--- src/acs_pkg.sv ---
// Package for the ADC offset calibration search: widths, codes and shared types.
// Used by scoped names in every design module of the block, not in acs_checker; depends on nothing.
package acs_pkg;

  // Low bits of the sample field that carry the conversion result.
  localparam int unsigned SampleBits = 16;
  localparam int unsigned SampleFieldBits = 16;
  // The window sum must hold 2047 full-scale samples.
  localparam int unsigned SumBits = 27;
  localparam int unsigned WinBits = 11;
  localparam int unsigned StepBits = 7;
  localparam int unsigned EstBits = 8;
  localparam int unsigned CodeBits = 7;
  localparam int unsigned KeptBits = 24;
  localparam int unsigned WordBits = 32;
  localparam int unsigned CfgIndexBits = 2;
  localparam int unsigned CfgDataBits = 24;
  localparam int unsigned OutDataBits = 40;

  localparam logic [WinBits-1:0] WindowReset = WinBits'(1000);
  localparam logic [StepBits-1:0] FirstStepReset = StepBits'(32);
  localparam logic [KeptBits-1:0] KeptReset = '0;

  typedef enum logic {
    KindStart  = 1'b0,
    KindSample = 1'b1
  } kind_e;

  typedef enum logic [CfgIndexBits-1:0] {
    CfgWindow    = 2'd0,
    CfgFirstStep = 2'd1,
    CfgKept      = 2'd2
  } cfg_index_e;

  typedef struct packed {
    logic [WinBits-1:0]  window_length;
    logic [StepBits-1:0] first_step;
    logic [KeptBits-1:0] kept_upper_bits;
  } cfg_t;

  typedef struct packed {
    kind_e                       kind;
    logic [SampleFieldBits-1:0]  sample;
  } item_t;

  typedef struct packed {
    logic [WordBits-1:0] cal_word;
    logic [CodeBits-1:0] offset_code;
    logic                finished;
  } result_t;

endpackage

--- src/acs_cfg_regs.sv ---
// Configuration registers of the offset calibration search.
// Depends on acs_pkg for the register indexes and the cfg_t type.
module acs_cfg_regs (
  input  logic                              clk_i,
  input  logic                              rst_ni,
  input  logic                              cfg_valid_i,
  input  logic [acs_pkg::CfgIndexBits-1:0]  cfg_index_i,
  input  logic [acs_pkg::CfgDataBits-1:0]   cfg_data_i,
  output acs_pkg::cfg_t                     cfg_o
);

  acs_pkg::cfg_t cfg_q, cfg_d;

  always_comb begin
    cfg_d = cfg_q;
    if (cfg_valid_i) begin
      unique case (acs_pkg::cfg_index_e'(cfg_index_i))
        acs_pkg::CfgWindow:    cfg_d.window_length = cfg_data_i[acs_pkg::WinBits-1:0];
        acs_pkg::CfgFirstStep: cfg_d.first_step = cfg_data_i[acs_pkg::StepBits-1:0];
        acs_pkg::CfgKept:      cfg_d.kept_upper_bits = cfg_data_i[acs_pkg::KeptBits-1:0];
        default:               cfg_d = cfg_q;
      endcase
    end
  end

  always_ff @(posedge clk_i or negedge rst_ni) begin
    if (!rst_ni) begin
      cfg_q.window_length   <= acs_pkg::WindowReset;
      cfg_q.first_step      <= acs_pkg::FirstStepReset;
      cfg_q.kept_upper_bits <= acs_pkg::KeptReset;
    end else begin
      cfg_q <= cfg_d;
    end
  end

  assign cfg_o = cfg_q;

endmodule

--- src/acs_in_reg.sv ---
// Input register of the offset calibration search: holds one item for the core.
// Depends on acs_pkg for the item_t type.
module acs_in_reg (
  input  logic           clk_i,
  input  logic           rst_ni,
  input  logic           valid_i,
  output logic           ready_o,
  input  acs_pkg::item_t item_i,
  output logic           valid_o,
  output acs_pkg::item_t item_o,
  input  logic           advance_i
);

  logic           valid_q, valid_d;
  acs_pkg::item_t item_q;

  // A held item that moves on this cycle frees the register for the next one.
  assign ready_o = !valid_q || advance_i;
  assign valid_d = valid_i || (valid_q && !advance_i);

  always_ff @(posedge clk_i or negedge rst_ni) begin
    if (!rst_ni) begin
      valid_q <= 1'b0;
    end else begin
      valid_q <= valid_d;
    end
  end

  always_ff @(posedge clk_i) begin
    if (valid_i && ready_o) begin
      item_q <= item_i;
    end
  end

  assign valid_o = valid_q;
  assign item_o  = item_q;

endmodule

--- src/acs_core.sv ---
// Search state and per-item update of the offset calibration search.
// Depends on acs_pkg for widths, the kind codes and the shared types.
module acs_core (
  input  logic             clk_i,
  input  logic             rst_ni,
  input  logic             fire_i,
  input  acs_pkg::item_t   item_i,
  input  acs_pkg::cfg_t    cfg_i,
  output logic             produce_o,
  output acs_pkg::result_t result_o
);

  logic signed [acs_pkg::SumBits-1:0] sum_q, sum_d, sum_inc;
  logic signed [acs_pkg::SumBits-1:0] sample_ext;
  logic [acs_pkg::WinBits-1:0]        seen_q, seen_d, seen_inc, limit;
  logic [acs_pkg::StepBits-1:0]       step_q, step_d, step_half;
  logic [acs_pkg::EstBits-1:0]        est_q, est_d;
  logic                               active_q, active_d;
  logic                               final_q, final_d;
  logic                               window_end;
  logic                               done;

  assign sample_ext = acs_pkg::SumBits'(signed'(item_i.sample[acs_pkg::SampleBits-1:0]));
  assign sum_inc    = sum_q + sample_ext;
  assign seen_inc   = seen_q + acs_pkg::WinBits'(1);
  // A window length of zero behaves as one.
  assign limit      = (cfg_i.window_length == '0) ? acs_pkg::WinBits'(1) : cfg_i.window_length;
  assign window_end = active_q && (seen_inc >= limit);
  assign step_half  = step_q >> 1;

  assign produce_o = (item_i.kind == acs_pkg::KindStart) || window_end;

  always_comb begin
    sum_d    = sum_q;
    seen_d   = seen_q;
    step_d   = step_q;
    est_d    = est_q;
    active_d = active_q;
    final_d  = final_q;
    done     = 1'b0;
    unique case (item_i.kind)
      acs_pkg::KindStart: begin
        sum_d    = '0;
        seen_d   = '0;
        step_d   = cfg_i.first_step;
        est_d    = '0;
        active_d = 1'b1;
        final_d  = (cfg_i.first_step == '0);
      end
      acs_pkg::KindSample: begin
        if (active_q) begin
          if (!window_end) begin
            sum_d  = sum_inc;
            seen_d = seen_inc;
          end else if (!final_q) begin
            est_d   = sum_inc[acs_pkg::SumBits-1] ? est_q - acs_pkg::EstBits'(step_q)
                                                   : est_q + acs_pkg::EstBits'(step_q);
            step_d  = step_half;
            final_d = (step_half == '0);
            sum_d   = '0;
            seen_d  = '0;
          end else begin
            // Final pass: only a negative sum moves the estimate, by one.
            if (sum_inc[acs_pkg::SumBits-1]) begin
              est_d = est_q - acs_pkg::EstBits'(1);
            end
            sum_d    = '0;
            seen_d   = '0;
            active_d = 1'b0;
            final_d  = 1'b0;
            done     = 1'b1;
          end
        end
      end
      default: sum_d = sum_q;
    endcase
  end

  always_ff @(posedge clk_i or negedge rst_ni) begin
    if (!rst_ni) begin
      sum_q    <= '0;
      seen_q   <= '0;
      step_q   <= '0;
      est_q    <= '0;
      active_q <= 1'b0;
      final_q  <= 1'b0;
    end else if (fire_i) begin
      sum_q    <= sum_d;
      seen_q   <= seen_d;
      step_q   <= step_d;
      est_q    <= est_d;
      active_q <= active_d;
      final_q  <= final_d;
    end
  end

  assign result_o.offset_code = est_d[acs_pkg::CodeBits-1:0];
  assign result_o.cal_word    = {cfg_i.kept_upper_bits, 1'b0, est_d[acs_pkg::CodeBits-1:0]};
  assign result_o.finished    = done;

endmodule

--- src/acs_out_reg.sv ---
// Output register of the offset calibration search: holds one result item.
// Depends on acs_pkg for the result_t type.
module acs_out_reg (
  input  logic             clk_i,
  input  logic             rst_ni,
  input  logic             load_i,
  input  acs_pkg::result_t result_i,
  output logic             free_o,
  output logic             valid_o,
  input  logic             ready_i,
  output acs_pkg::result_t result_o
);

  logic             valid_q, valid_d;
  acs_pkg::result_t result_q;

  assign free_o  = !valid_q || ready_i;
  assign valid_d = load_i || (valid_q && !ready_i);

  always_ff @(posedge clk_i or negedge rst_ni) begin
    if (!rst_ni) begin
      valid_q <= 1'b0;
    end else begin
      valid_q <= valid_d;
    end
  end

  always_ff @(posedge clk_i) begin
    if (load_i) begin
      result_q <= result_i;
    end
  end

  assign valid_o  = valid_q;
  assign result_o = result_q;

endmodule

--- src/adc_offset_calibration_search_top.sv ---
// Top level of the ADC offset calibration search (binary search on the offset code).
// Depends on acs_pkg and on acs_cfg_regs, acs_in_reg, acs_core and acs_out_reg.
//
//   channel   direction  handshake                      payload
//   s_axis    in         s_axis_tvalid / s_axis_tready  tuser kind, tdata sample
//   m_axis    out        m_axis_tvalid / m_axis_tready  tdata cal_word, offset_code; tlast
//   cfg       in         cfg_valid_i / cfg_ready_o      cfg_index_i, cfg_data_i
//
// One item per cycle while the output is not stalled: an item is held in the input register,
// and the core updates the search state and loads the result register as the item leaves it.
// A result passes through the input register and then the result register before it is shown.
// A stalled output holds back only items that make a result; others keep flowing.
// Reset is asynchronous and clears all control state; the block then stands idle.
module adc_offset_calibration_search_top (
  input  logic                               clk_i,
  input  logic                               rst_ni,
  input  logic                               s_axis_tvalid,
  output logic                               s_axis_tready,
  input  logic [acs_pkg::SampleFieldBits-1:0] s_axis_tdata,   // [15:0] sample
  input  logic                               s_axis_tuser,   // [0] kind
  output logic                               m_axis_tvalid,
  input  logic                               m_axis_tready,
  output logic [acs_pkg::OutDataBits-1:0]    m_axis_tdata,   // [31:0] cal_word,
                                                             // [38:32] offset_code, [39] zero
  output logic                               m_axis_tlast,   // finished
  input  logic                               cfg_valid_i,
  output logic                               cfg_ready_o,
  input  logic [acs_pkg::CfgIndexBits-1:0]   cfg_index_i,
  input  logic [acs_pkg::CfgDataBits-1:0]    cfg_data_i
);

  acs_pkg::cfg_t    cfg;
  acs_pkg::item_t   in_item, held_item;
  acs_pkg::result_t core_result, out_result;
  logic             held_valid, advance, produce, out_free;

  assign cfg_ready_o = 1'b1;

  acs_cfg_regs u_cfg (
    .clk_i       (clk_i),
    .rst_ni      (rst_ni),
    .cfg_valid_i (cfg_valid_i),
    .cfg_index_i (cfg_index_i),
    .cfg_data_i  (cfg_data_i),
    .cfg_o       (cfg)
  );

  assign in_item.kind   = acs_pkg::kind_e'(s_axis_tuser);
  assign in_item.sample = s_axis_tdata;

  acs_in_reg u_in (
    .clk_i     (clk_i),
    .rst_ni    (rst_ni),
    .valid_i   (s_axis_tvalid),
    .ready_o   (s_axis_tready),
    .item_i    (in_item),
    .valid_o   (held_valid),
    .item_o    (held_item),
    .advance_i (advance)
  );

  assign advance = held_valid && (!produce || out_free);

  acs_core u_core (
    .clk_i     (clk_i),
    .rst_ni    (rst_ni),
    .fire_i    (advance),
    .item_i    (held_item),
    .cfg_i     (cfg),
    .produce_o (produce),
    .result_o  (core_result)
  );

  acs_out_reg u_out (
    .clk_i    (clk_i),
    .rst_ni   (rst_ni),
    .load_i   (advance && produce),
    .result_i (core_result),
    .free_o   (out_free),
    .valid_o  (m_axis_tvalid),
    .ready_i  (m_axis_tready),
    .result_o (out_result)
  );

  assign m_axis_tdata = {1'b0, out_result.offset_code, out_result.cal_word};
  assign m_axis_tlast = out_result.finished;

endmodule

--- config.mk ---
export PLATFORM = sky130hd
export DESIGN_NAME = adc_offset_calibration_search_top
export DESIGN_NICKNAME = d
export VERILOG_FILES = /design/src/acs_pkg.sv /design/src/acs_cfg_regs.sv /design/src/acs_in_reg.sv /design/src/acs_core.sv /design/src/acs_out_reg.sv /design/src/adc_offset_calibration_search_top.sv
export SDC_FILE = /design/constraint.sdc
export NUM_CORES = 1
export LEC_CHECK = 0
export CORE_UTILIZATION = 56
export CTS_CLUSTER_DIAMETER = 60
export DETAILED_ROUTE_END_ITERATION = 7
export DONT_BUFFER_PORTS = 1
export PLACE_DENSITY_LB_ADDON = 0.15
export SLEW_MARGIN = 15
export SYNTH_ARGS = -nofsm -noshare
export SYNTH_HDL_FRONTEND = slang
export SYNTH_HIERARCHICAL = 1
export SYNTH_SLANG_ARGS = --single-unit
--- constraint.sdc ---
create_clock -name clk_i -period 7.1 [get_ports clk_i]
set_input_delay 1.065 -clock clk_i [delete_from_list [all_inputs] [get_ports clk_i]]
set_output_delay 1.065 -clock clk_i [all_outputs]
set_load 0.01 [all_outputs]
==> metrics.md <==
| Metric | Value |
|---|---|
| DP Area | `about 8300 um^2` |
| Number of cells produced by synthesis | `754` |
| Number of distinct library cell variants in the gate-level netlist after synthesis | `just over 70` |
| Number of buffers added on ports | `0` |
| Number of nets with antenna violations after routing | `0` |
| WP buf/inv | `1` |
| Data arrival time of the worst path | `roughly 6.1 ns` |
| Number of synthesized register bits | `about 160` |
| Layout-stage area growth over the synthesis result | `5.284%` |
| Maximum clock rate | `0.1700 GHz` |
| First-pass GRT wire length | `27,590 um` |
| Static leakage | `approximately 0.0038 uW` |
| RSZ-0062 raised after global routing | `no` |
| Syn Std Cell Area | `about 8400 um^2` |
| Worst voltage drop across the vdd grid | `0.0001888 V` |
| Vertical die dimension | `124.4 um` |
| Vias per std cell | `about 6` |
| Count of endpoints failing hold in the final timing report | `0` |
| CP required | `between 7 and 8 ns` |
| Slowest-stage cell, CP | `sky130_fd_sc_hd__a221o_1` |
| Post-route fraction of the period consumed by the critical path | `~83%` |
| Most used DFF post-synth | `sky130_fd_sc_hd__dfrtp_1` |
| Width of the die | `124.4 um` |
| Combinational family with the most area after synthesis | `compound AO/OA/AOI/OAI gates` |
| Core Util, Final | `around three fifths` |
| Outcome | `finished, final reports clean` |
| Cell chain of the critical path | `ha_1 > inv_1 > fa_1 > nor2b_1 > o2111ai_2 > a2111oi_1 > o21ba_1 > or3_4 > a221o_1 > mux2_4 > fa_1 > nor2b_1 > o21ai_0 > a21boi_0 > o21ai_0 > nor3b_1 > or2_2 > or3_1 > o211a_1 > o22ai_1` |
| Post-placement worst setup slack | `1.405 ns` |
| Hold-fix buffers at CTS | `0` |
| Core area | `roughly 15,000 um^2` |
| Number of nets in the layout | `814` |
| Antenna cells | `0` |
| Post-Synth Simple-Gate Area | `roughly 11%` |
| Worst-case clock skew | `approximately 0.0084 ns` |
| Clock Root Buffer | `sky130_fd_sc_hd__clkbuf_16` |
| Count of buffers added by post-CTS timing repair for setup | `0` |
| Drt wl/cell | `~18 um` |
| Adder and majority cell fraction of the synthesized area | `under 10%` |
| Slew Limit Fails | `0` |
| Path class of the lowest-slack min-delay path | `input pin to asynchronous set/reset pin` |
| Worst setup margin | `about 1.2 ns` |
| Crit Path Max Fanout | `22` |
| Buffer levels on the longest clock path | `2` |
| Max-cap violations | `0` |
| Total of warnings raised by yosys | `6` |
| Number of rows created at floorplan | `between 40 and 50` |
| Length of the first detailed-routing pass in iterations | `5` |
| Power per standard cell area | `about 380 nW/um^2` |
| Setup slack, reg-to-reg | `roughly 1.2 ns` |
| Clock latency reported for the late side of the worst-skew pair | `between 0.4 and 0.5 ns` |
| Fin area | `just under 9000 um^2` |
| Final TNS setup | `0 ns` |
| Critical path endpoint category | `register` |
| Largest delay contributor family on the critical path | `compound AO/OA/AOI/OAI gates` |
| Num ports | `92` |
| Sequential cell area fraction in the yosys report | `49.78%` |
| Share of final-layout standard cells stronger than drive strength 1 | `between 10 and 15%` |
| Final routed wirelength across all metal layers | `16,140 um` |
| CTS buffer count | `17` |
| Startpoint Class | `register` |
| HPWL after detailed placement | `between 10,000 and 15,000 um` |
| Relative max-transition margin | `about a third` |
| Count of routing violations after the opening detailed-route iteration | `about 380` |
| Multiplexer share of the synthesized area | `under 10%` |
| All-Layer GR Usage | `between 20% and 30%` |
| Die ar. | `between 15,000 and 20,000 um^2` |
| GRT overflow | `0` |
| Average size of a mapped cell | `around 11 um^2` |
| Htree depth | `4` |
| Synth Area in XOR/XNOR | `around 4.0%` |
| Routability congestion estimate from global placement | `roughly 0.86` |
| Number of global-route vias before repair | `between 5k and 6k` |
| Clock sink count | `between 150 and 200` |
| Post-synthesis async set-or-reset flop share | `approximately 63%` |
| Number of vias in the routed layout | `5,569` |
| Layout filler cell count | `between 1k and 1.5k` |
| Synth Net Count | `850` |
| Setup Crit Path Kind | `register to register` |
| Number of enable-type register cells in the synthesized netlist | `57` |
| Finish-stage setup viols | `0` |
| Clock-pin slew reported for the worst setup and hold paths after clock tree synthesis | `0.07 ns` |
| Least-Margin Pin Slew | `about 1.0 ns` |
| Final Critical Period | `around 5.9 ns` |
| Post-route DRC violation count | `0` |
| Antenna violations before repair | `0` |
| Initial cell density of the core | `a little under three fifths` |
| Cts repair resizes | `0` |
| Critical path's largest stage delay | `~0.73 ns` |
| TritonCTS clock tree | `done` |
| Compound-Gate Fraction of Synth Area | `roughly 14%` |
| Largest net degree at the start of global routing | `99` |
| Worst hold slack after final layout | `~0.33 ns` |
sequential cells by signal, summed over array words and instances, names as in the netlist:
register         cells
u_out/valid_o        1
u_core/sum_q        27
u_core/final_q       1
u_in/valid_o         1
u_core/step_q        7
u_core/est_q         7
u_out/result_o      40
u_core/active_q      1
u_cfg/cfg_o         42
u_core/seen_q       11
u_in/item_o         17
final timing paths:
check                                 from  cells after the start                  to
hold / removal                      rst_ni                      0     u_core/est_q[6]
setup reg to reg           u_core/sum_q[0]                     20  u_out/result_o[14]
setup / recovery           u_core/sum_q[0]                     20  u_out/result_o[14]
min in group clk_i         u_cfg/cfg_o[14]                      0  u_out/result_o[30]
max in group asynchronous           rst_ni                      0     u_cfg/cfg_o[36]
hold reg to reg            u_cfg/cfg_o[14]                      0  u_out/result_o[30]
layout by cell type (no fill, tap or decap), types with 8 or more instances in the layout:
cell and count:
sky130_fd_sc_hd__ha_1 46, sky130_fd_sc_hd__o21a_1 8, sky130_fd_sc_hd__mux2_2 22, sky130_fd_sc_hd__xnor2_1 22
sky130_fd_sc_hd__a21oi_1 35, sky130_fd_sc_hd__o31ai_1 10, sky130_fd_sc_hd__edfxtp_1 57, sky130_fd_sc_hd__inv_1 31
sky130_fd_sc_hd__dfrtp_1 91, sky130_fd_sc_hd__mux2i_1 10, sky130_fd_sc_hd__a21o_1 13, sky130_fd_sc_hd__a22o_1 11
sky130_fd_sc_hd__nor2_1 32, sky130_fd_sc_hd__clkbuf_16 18, sky130_fd_sc_hd__a31oi_1 8, sky130_fd_sc_hd__nand3_1 17
sky130_fd_sc_hd__o21ai_0 41, sky130_fd_sc_hd__xor2_1 16, sky130_fd_sc_hd__o21ai_1 9, sky130_fd_sc_hd__nand4_1 8
sky130_fd_sc_hd__nor3_1 13, sky130_fd_sc_hd__nand2_1 63, sky130_fd_sc_hd__mux2_1 20
power by group:
| group | switching, uW | leakage [uW] | total (uW) | internal [uW] |
|---|---|---|---|---|
| clock | 381 | 0.000282 | 867 | 487 |
| sequential | 135 | 0.00176 | 1260 | 1120 |
| combinational | 659 | 0.00176 | 1190 | 528 |
kinds of logic (layout without fill, tap and decap cells):
kind of cell             count (synthesis)  in the layout
flip-flops                             155            155
AO/OA/AOI/OAI                          181            181
other                                    3              3
multiplexers                            53             53
buffers and inverters                   92             69
adder cells (fa/ha/maj)                 48             48
XOR/XNOR                                38             38
AND/OR/NAND/NOR                        184            184
metrics by stage:
stage | cells | power, uW
floorplan | 754 | 2261
global placement | 883 | 2394
detailed placement | 883 | 2442
CTS | 915 | 3324
global route | 915 | 3549
finish | 915 | 3310
layout make-up:
class	instances	area (um^2)	share of cell area [%]
Tap cell	184	230.2	2.608
Timing Repair Buffer	4	30.03	0.3402
Clock buffer	20	467.9	5.302
Clock inverter	12	101.3	1.148
Sequential cell	155	4173	47.28
Multi-Input combinational cell	507	3700	41.92
Inverter	33	123.9	1.403
per-layer routing:
layer / wire length [um] / GRT usage (%) / up-vias
met3: 842 / 5.455 / 32
met1: 7353 / 28.47 / 2734
met2: 7603 / 35.33 / 170
li1: - / - / 2633
met4: 338 / 10.21 / 0
met5: 0 / 0 / -
Yosys cell counts, types with 7 or more instances:
master | instances | area, um^2
sky130_fd_sc_hd__a21oi_1 | 35 | 175.2
sky130_fd_sc_hd__a31oi_1 | 8 | 50.05
sky130_fd_sc_hd__edfxtp_1 | 57 | 1712
sky130_fd_sc_hd__nor2_1 | 32 | 120.1
sky130_fd_sc_hd__mux2_2 | 22 | 247.7
sky130_fd_sc_hd__xor2_1 | 16 | 140.1
sky130_fd_sc_hd__buf_4 | 35 | 262.8
sky130_fd_sc_hd__inv_1 | 31 | 116.4
sky130_fd_sc_hd__nand2b_1 | 7 | 43.79
sky130_fd_sc_hd__nand3_1 | 17 | 85.08
sky130_fd_sc_hd__a21o_1 | 13 | 97.59
sky130_fd_sc_hd__o21ai_0 | 41 | 205.2
sky130_fd_sc_hd__mux2i_1 | 10 | 100.1
sky130_fd_sc_hd__nor3_1 | 13 | 65.06
sky130_fd_sc_hd__ha_1 | 46 | 575.6
sky130_fd_sc_hd__clkbuf_1 | 18 | 67.56
sky130_fd_sc_hd__mux2_1 | 20 | 225.2
sky130_fd_sc_hd__a22o_1 | 11 | 96.34
sky130_fd_sc_hd__nand4_1 | 8 | 50.05
sky130_fd_sc_hd__o21a_1 | 8 | 60.06
sky130_fd_sc_hd__or3_1 | 7 | 43.79
sky130_fd_sc_hd__nand2_1 | 63 | 236.5
sky130_fd_sc_hd__o21ai_1 | 10 | 50.05
sky130_fd_sc_hd__dfstp_2 | 7 | 183.9
sky130_fd_sc_hd__dfrtp_1 | 91 | 2277
sky130_fd_sc_hd__o31ai_1 | 10 | 75.07
sky130_fd_sc_hd__xnor2_1 | 22 | 192.7
Note: power is estimated with default switching activity, not from simulation.
